==> src/sv/pes_pkg.sv <==
package pes_pkg;

    localparam int TABLE_DEPTH = 1024;
    localparam int IDX_W       = $clog2(TABLE_DEPTH);
    localparam int CNT_W       = $clog2(TABLE_DEPTH + 1);
    localparam int CHILD_W     = IDX_W + 2;
    localparam int ID_W        = 16;
    localparam int PER_W       = 16;
    localparam int DUE_W       = 40;
    localparam int ST_W        = 3;

    typedef enum logic [ST_W-1:0] {
        ST_REGISTERED  = 3'd0,
        ST_FULL        = 3'd1,
        ST_ZERO_PERIOD = 3'd2,
        ST_EMITTED     = 3'd3,
        ST_EMPTY       = 3'd4
    } pes_status_t;

    typedef struct packed {
        logic [DUE_W-1:0] due;
        logic [ID_W-1:0]  id;
        logic [PER_W-1:0] per;
    } pes_entry_t;

    typedef enum logic [3:0] {
        OP_NOP,
        OP_TAKE,
        OP_REG_INIT,
        OP_UP_RD,
        OP_UP_STEP,
        OP_FETCH_INIT,
        OP_TAKE_ROOT,
        OP_DN_RD,
        OP_DN_STEP,
        OP_PLACE,
        OP_EMIT
    } pes_op_t;

    typedef struct packed {
        logic req;
        logic fetch;
        logic reject;
        logic root;
        logic up_moved;
        logic dn_moved;
        logic empty;
        logic no_left;
        logic out_free;
    } pes_flags_t;

    // order by due time, then id, then period
    function automatic logic ent_before(pes_entry_t a, pes_entry_t b);
        return a < b;
    endfunction

endpackage

==> src/sv/pes_seq.sv <==
module pes_seq
    import pes_pkg::*;
(
    input  logic       clk,
    input  logic       rst_n,
    input  pes_flags_t flags,
    output pes_op_t    op
);

    localparam int STEP_W = 4;

    typedef enum logic [3:0] {
        C_NEVER,
        C_ALWAYS,
        C_REQ,
        C_FETCH,
        C_REJECT,
        C_ROOT,
        C_UP_MOVED,
        C_DN_MOVED,
        C_EMPTY,
        C_NO_LEFT,
        C_OUT_FREE
    } pes_cond_t;

    typedef struct packed {
        pes_op_t           op;
        pes_cond_t         cond;
        logic [STEP_W-1:0] target;
        logic              hold;
    } pes_uword_t;

    localparam logic [STEP_W-1:0] S_WAIT       = 4'd0;
    localparam logic [STEP_W-1:0] S_DISPATCH   = 4'd1;
    localparam logic [STEP_W-1:0] S_REG_INIT   = 4'd2;
    localparam logic [STEP_W-1:0] S_UP_RD      = 4'd3;
    localparam logic [STEP_W-1:0] S_UP_STEP    = 4'd4;
    localparam logic [STEP_W-1:0] S_UP_PLACE   = 4'd5;
    localparam logic [STEP_W-1:0] S_FETCH_INIT = 4'd6;
    localparam logic [STEP_W-1:0] S_TAKE_ROOT  = 4'd7;
    localparam logic [STEP_W-1:0] S_DN_RD      = 4'd8;
    localparam logic [STEP_W-1:0] S_DN_STEP    = 4'd9;
    localparam logic [STEP_W-1:0] S_DN_PLACE   = 4'd10;
    localparam logic [STEP_W-1:0] S_RESULT     = 4'd11;

    function automatic pes_uword_t rom(logic [STEP_W-1:0] s);
        pes_uword_t w;
        case (s)
            S_WAIT:       w = '{OP_TAKE,       C_REQ,      S_DISPATCH,   1'b1};
            S_DISPATCH:   w = '{OP_NOP,        C_FETCH,    S_FETCH_INIT, 1'b0};
            S_REG_INIT:   w = '{OP_REG_INIT,   C_REJECT,   S_RESULT,     1'b0};
            S_UP_RD:      w = '{OP_UP_RD,      C_ROOT,     S_UP_PLACE,   1'b0};
            S_UP_STEP:    w = '{OP_UP_STEP,    C_UP_MOVED, S_UP_RD,      1'b0};
            S_UP_PLACE:   w = '{OP_PLACE,      C_ALWAYS,   S_RESULT,     1'b0};
            S_FETCH_INIT: w = '{OP_FETCH_INIT, C_EMPTY,    S_RESULT,     1'b0};
            S_TAKE_ROOT:  w = '{OP_TAKE_ROOT,  C_NEVER,    S_WAIT,       1'b0};
            S_DN_RD:      w = '{OP_DN_RD,      C_NO_LEFT,  S_DN_PLACE,   1'b0};
            S_DN_STEP:    w = '{OP_DN_STEP,    C_DN_MOVED, S_DN_RD,      1'b0};
            S_DN_PLACE:   w = '{OP_PLACE,      C_NEVER,    S_WAIT,       1'b0};
            S_RESULT:     w = '{OP_EMIT,       C_OUT_FREE, S_WAIT,       1'b1};
            default:      w = '{OP_NOP,        C_ALWAYS,   S_WAIT,       1'b0};
        endcase
        return w;
    endfunction

    logic [STEP_W-1:0] step_reg;
    logic [STEP_W-1:0] step_next;
    pes_uword_t        uword;
    logic              cond_true;

    assign uword = rom(step_reg);
    assign op    = uword.op;

    always_comb
    begin
        case (uword.cond)
            C_NEVER:    cond_true = 1'b0;
            C_ALWAYS:   cond_true = 1'b1;
            C_REQ:      cond_true = flags.req;
            C_FETCH:    cond_true = flags.fetch;
            C_REJECT:   cond_true = flags.reject;
            C_ROOT:     cond_true = flags.root;
            C_UP_MOVED: cond_true = flags.up_moved;
            C_DN_MOVED: cond_true = flags.dn_moved;
            C_EMPTY:    cond_true = flags.empty;
            C_NO_LEFT:  cond_true = flags.no_left;
            C_OUT_FREE: cond_true = flags.out_free;
            default:    cond_true = 1'b1;
        endcase

        if (cond_true)
        begin
            step_next = uword.target;
        end
        else if (uword.hold)
        begin
            step_next = step_reg;
        end
        else
        begin
            step_next = step_reg + STEP_W'(1);
        end
    end

    always_ff @(posedge clk or negedge rst_n)
    begin
        if (!rst_n)
        begin
            step_reg <= S_WAIT;
        end
        else
        begin
            step_reg <= step_next;
        end
    end

endmodule

==> config.mk <==
export PLATFORM = sky130hd
export DESIGN_NAME = pes_seq
export DESIGN_NICKNAME = d
export VERILOG_FILES = /design/src/sv/pes_pkg.sv /design/src/sv/pes_seq.sv
export SDC_FILE = /design/constraint.sdc
export NUM_CORES = 1
export LEC_CHECK = 0
export ABC_AREA = 1
export BUFFER_PORTS_ARGS = -buffer_cell sky130_fd_sc_hd__clkbuf_2
export CAP_MARGIN = 0
export CORE_MARGIN = 3
export CORE_UTILIZATION = 55
export CTS_BUF_LIST = sky130_fd_sc_hd__clkbuf_8
export CTS_CLUSTER_SIZE = 10
export DETAILED_ROUTE_END_ITERATION = 16
export GPL_ROUTABILITY_DRIVEN = 0
export MAX_ROUTING_LAYER = met4
export PLACE_DENSITY = 0.79
export SLEW_MARGIN = 10
export SYNTH_ARGS = -nofsm -noshare
export SYNTH_HDL_FRONTEND = slang
export SYNTH_SLANG_ARGS = --single-unit
==> constraint.sdc <==
create_clock -name clk -period 4.6 [get_ports clk]
set_input_delay 0.92 -clock clk [delete_from_list [all_inputs] [get_ports clk]]
set_output_delay 0.92 -clock clk [all_outputs]
set_load 0.05 [all_outputs]
==> results.yml <==
die:
  start_util_pct: 62.3
  core_area_sq_um: 1400
  die_h_um: 45.8
  rows: 13
  dieArea_sq_um: 2100
  ios: 15
  die_w_um: 45.8
setup_path:
  cp.arrival_ps: 1780
  start_kind: "flop"
  crit_chain: "inv_2 -> ha_1 -> nor2_1 -> nand2_2 -> nand2_1 -> clkbuf_2"
  r2r-end: "step_reg[1]"
  rr_startpoint: "step_reg[1]"
  reg2reg_slack_ps: 2330
  path_class: "flop to primary output"
  path_buf_inv: 2
  cp_data_required_time_ps: 3680
  crit_fanout: 8
  critPathSlowestCell: "dfrtp_1"
  reg2reg_depth: 14
  path_delay_family: "flip-flops"
  cp-end-kind: "primary output"
  slowest_delay_ps: 490
yosys:
  post_synth_inst_count: 143
  synth.distinct_cells: 25
  synth.ff_latch_count: 4
  yosys.area.top_type: "nand2_1"
  yosysWarnings: 0
  syn_avg_cell_area_sq_um: 6.10
  seq_area_frac_synth_pct: 11.5
  synth_area_sq_um: 872
  syn_nets: 161
  synth_top_area_share_pct: 15.9
  synth.area.top_cells: "nand2_1 16%, nand3_1 13%, dfrtp_1 11%"
  synth_edf_count: 0
  synthArstFlopShare_pct: 100
  ys.flop_type: "dfrtp_1"
routing:
  drc: 0
  firstDrtPassIters: 4
  ant_nets: 0
  wl_um: 1940
  via_count: 935
  wire_per_inst_um: 11.3
  drt_iter0_drc: 28
  via_per_inst: 5.44
sta:
  fmax_ghz: 0.370
  tns_ps: 0
  fin_crit_sh_pct: 58.7
  slew_violations: 0
  period_minus_slack_ps: 2700
  relSlewSlack_pct: 70.7
  worstMarginPinSlew_ps: 440
  hold_viol: 0
  rsz0062_at_grt: "no"
  setup_viol: 0
  finClkSkew_ps: 1.53
cts:
  htree_levels: 1
  path_clk_slew_ps: 30
  holdBufCountCts: 0
  post_cts_resized: 0
  cts_setup_buffers: 0
  clk_latency_ps: 210
  cts_tree: "built"
  cts_buffer_depth: 2
  numCtsBuffers: 3
  root_buffer: "clkbuf_8"
  cts.sinks: 4
cells_and_area:
  postLayoutCellArea_sq_um: 972
  multi_input_area_sq_um: 678
  area_growth_syn_to_layout_pct: 11.5
  layout.nets: 177
  drive_gt1_share_pct: 27.4
  register_area_sq_um: 100
  antenna_cells: 0
  nFillCells: 127
  largest_reg_flops: 4
global_routing:
  grt_pass1_vias: 803
  track_usage_pct: 21.8
  grt_pass1_wl_um: 3310
  grt_overflow: 0
  grt_max_degree: 14
  antenna_found_initial: 0
worst_hold_path:
  hold_path.class: "input port to async pin"
placement:
  io_buffers: 14
  post_dp_cell_area_sq_um: 931
  dp_hpwl_um: 1600
flow_run:
  maxCapViolCount: 0
status:
  status: "complete, no violations"
## cells in the mapped netlist, types with 2 or more instances
master	count
a21oi_1	3
buf_6	2
dfrtp_1	4
ha_1	7
inv_1	13
inv_2	4
nand2_1	37
nand2_2	8
nand2_4	2
nand3_1	23
nand3_4	2
nand4_1	2
nor2_1	12
nor2_2	7
o211ai_1	2
o21ai_0	3
o21ai_1	2
o22ai_1	3
## layout make-up
cell class / instances / share of cell area [%]
flip-flops and latches: 4 / 10.3
multi-input cells: 119 / 69.8
repair buffers: 14 / 7.21
clock buffers: 3 / 4.25
well taps: 15 / 1.93
inverters: 17 / 6.56
## routing by layer
metal | track usage (%) | part of all wire (%)
met1 | 29.0 | 49
met4 | 7.95 | 0.41
met3 | 5.14 | 3.9
met2 | 31.8 | 46
met5 | - | 0
## placed cells by master, fill, tap and decap left out, drive strengths merged
master and n:
o22ai 3, clkbuf 17, or2 1, ha 7
nand3 26, o211ai 2, xor2 1, nand2 47
a21boi 1, inv 17, o21ai 5, nor2 19
a21oi 4, nor3 1, dfrtp 4, nand4 2
## worst max-delay path by stage
stage | start | end | slack (ps) | cells past startpoint
2_1_floorplan | step_reg[0] | op[0] | 1990 | 3
3_3_place_gp | step_reg[1] | op[0] | 2230 | 5
3_5_place_dp | step_reg[0] | op[1] | 2140 | 6
4_1_cts | step_reg[0] | op[1] | 1910 | 6
5_1_grt | step_reg[0] | op[1] | 1780 | 6
6_report | step_reg[1] | op[1] | 1900 | 6
## kinds of logic (layout without fill, tap and decap cells)
group / after synthesis / count (layout) / synth area share, %
buffers and inverters: 20 / 34 / 10.8
adder cells (fa/ha/maj): 7 / 7 / 10.0
AO/OA/AOI/OAI: 15 / 15 / 11.2
XOR/XNOR: 1 / 1 / 1.00
flip-flops: 4 / 4 / 11.5
AND/OR/NAND/NOR: 96 / 96 / 55.5
## worst reg2reg max path, stage by stage (launching register included)
cell and delay [ps]:
dfrtp_1 490, inv_2 120, ha_1 350, nor2_1 140, nand2_2 80, nand2_2 140, inv_1 60, nor2_2 180
nand3_1 130, nand3_1 120, nor2_2 60, nand3_4 100, nand2_1 60, nand2_1 50, nand2_1 50
## metrics by stage
step | cells | setup WS, ps | hold slack (ps) | utilization (%)
after floorplan | 143 | 1990 | 624 | -
after global placement | 169 | 2230 | 673 | 66.5
after detailed placement | 169 | 2140 | 698 | 66.5
after CTS | 172 | 1910 | 505 | 69.5
after global routing | 172 | 1780 | 503 | 69.5
final | 172 | 1900 | 506 | 69.5
Power is not shown: default switching activity piles up to over one toggle a cycle in this logic, so the estimate is an artifact.
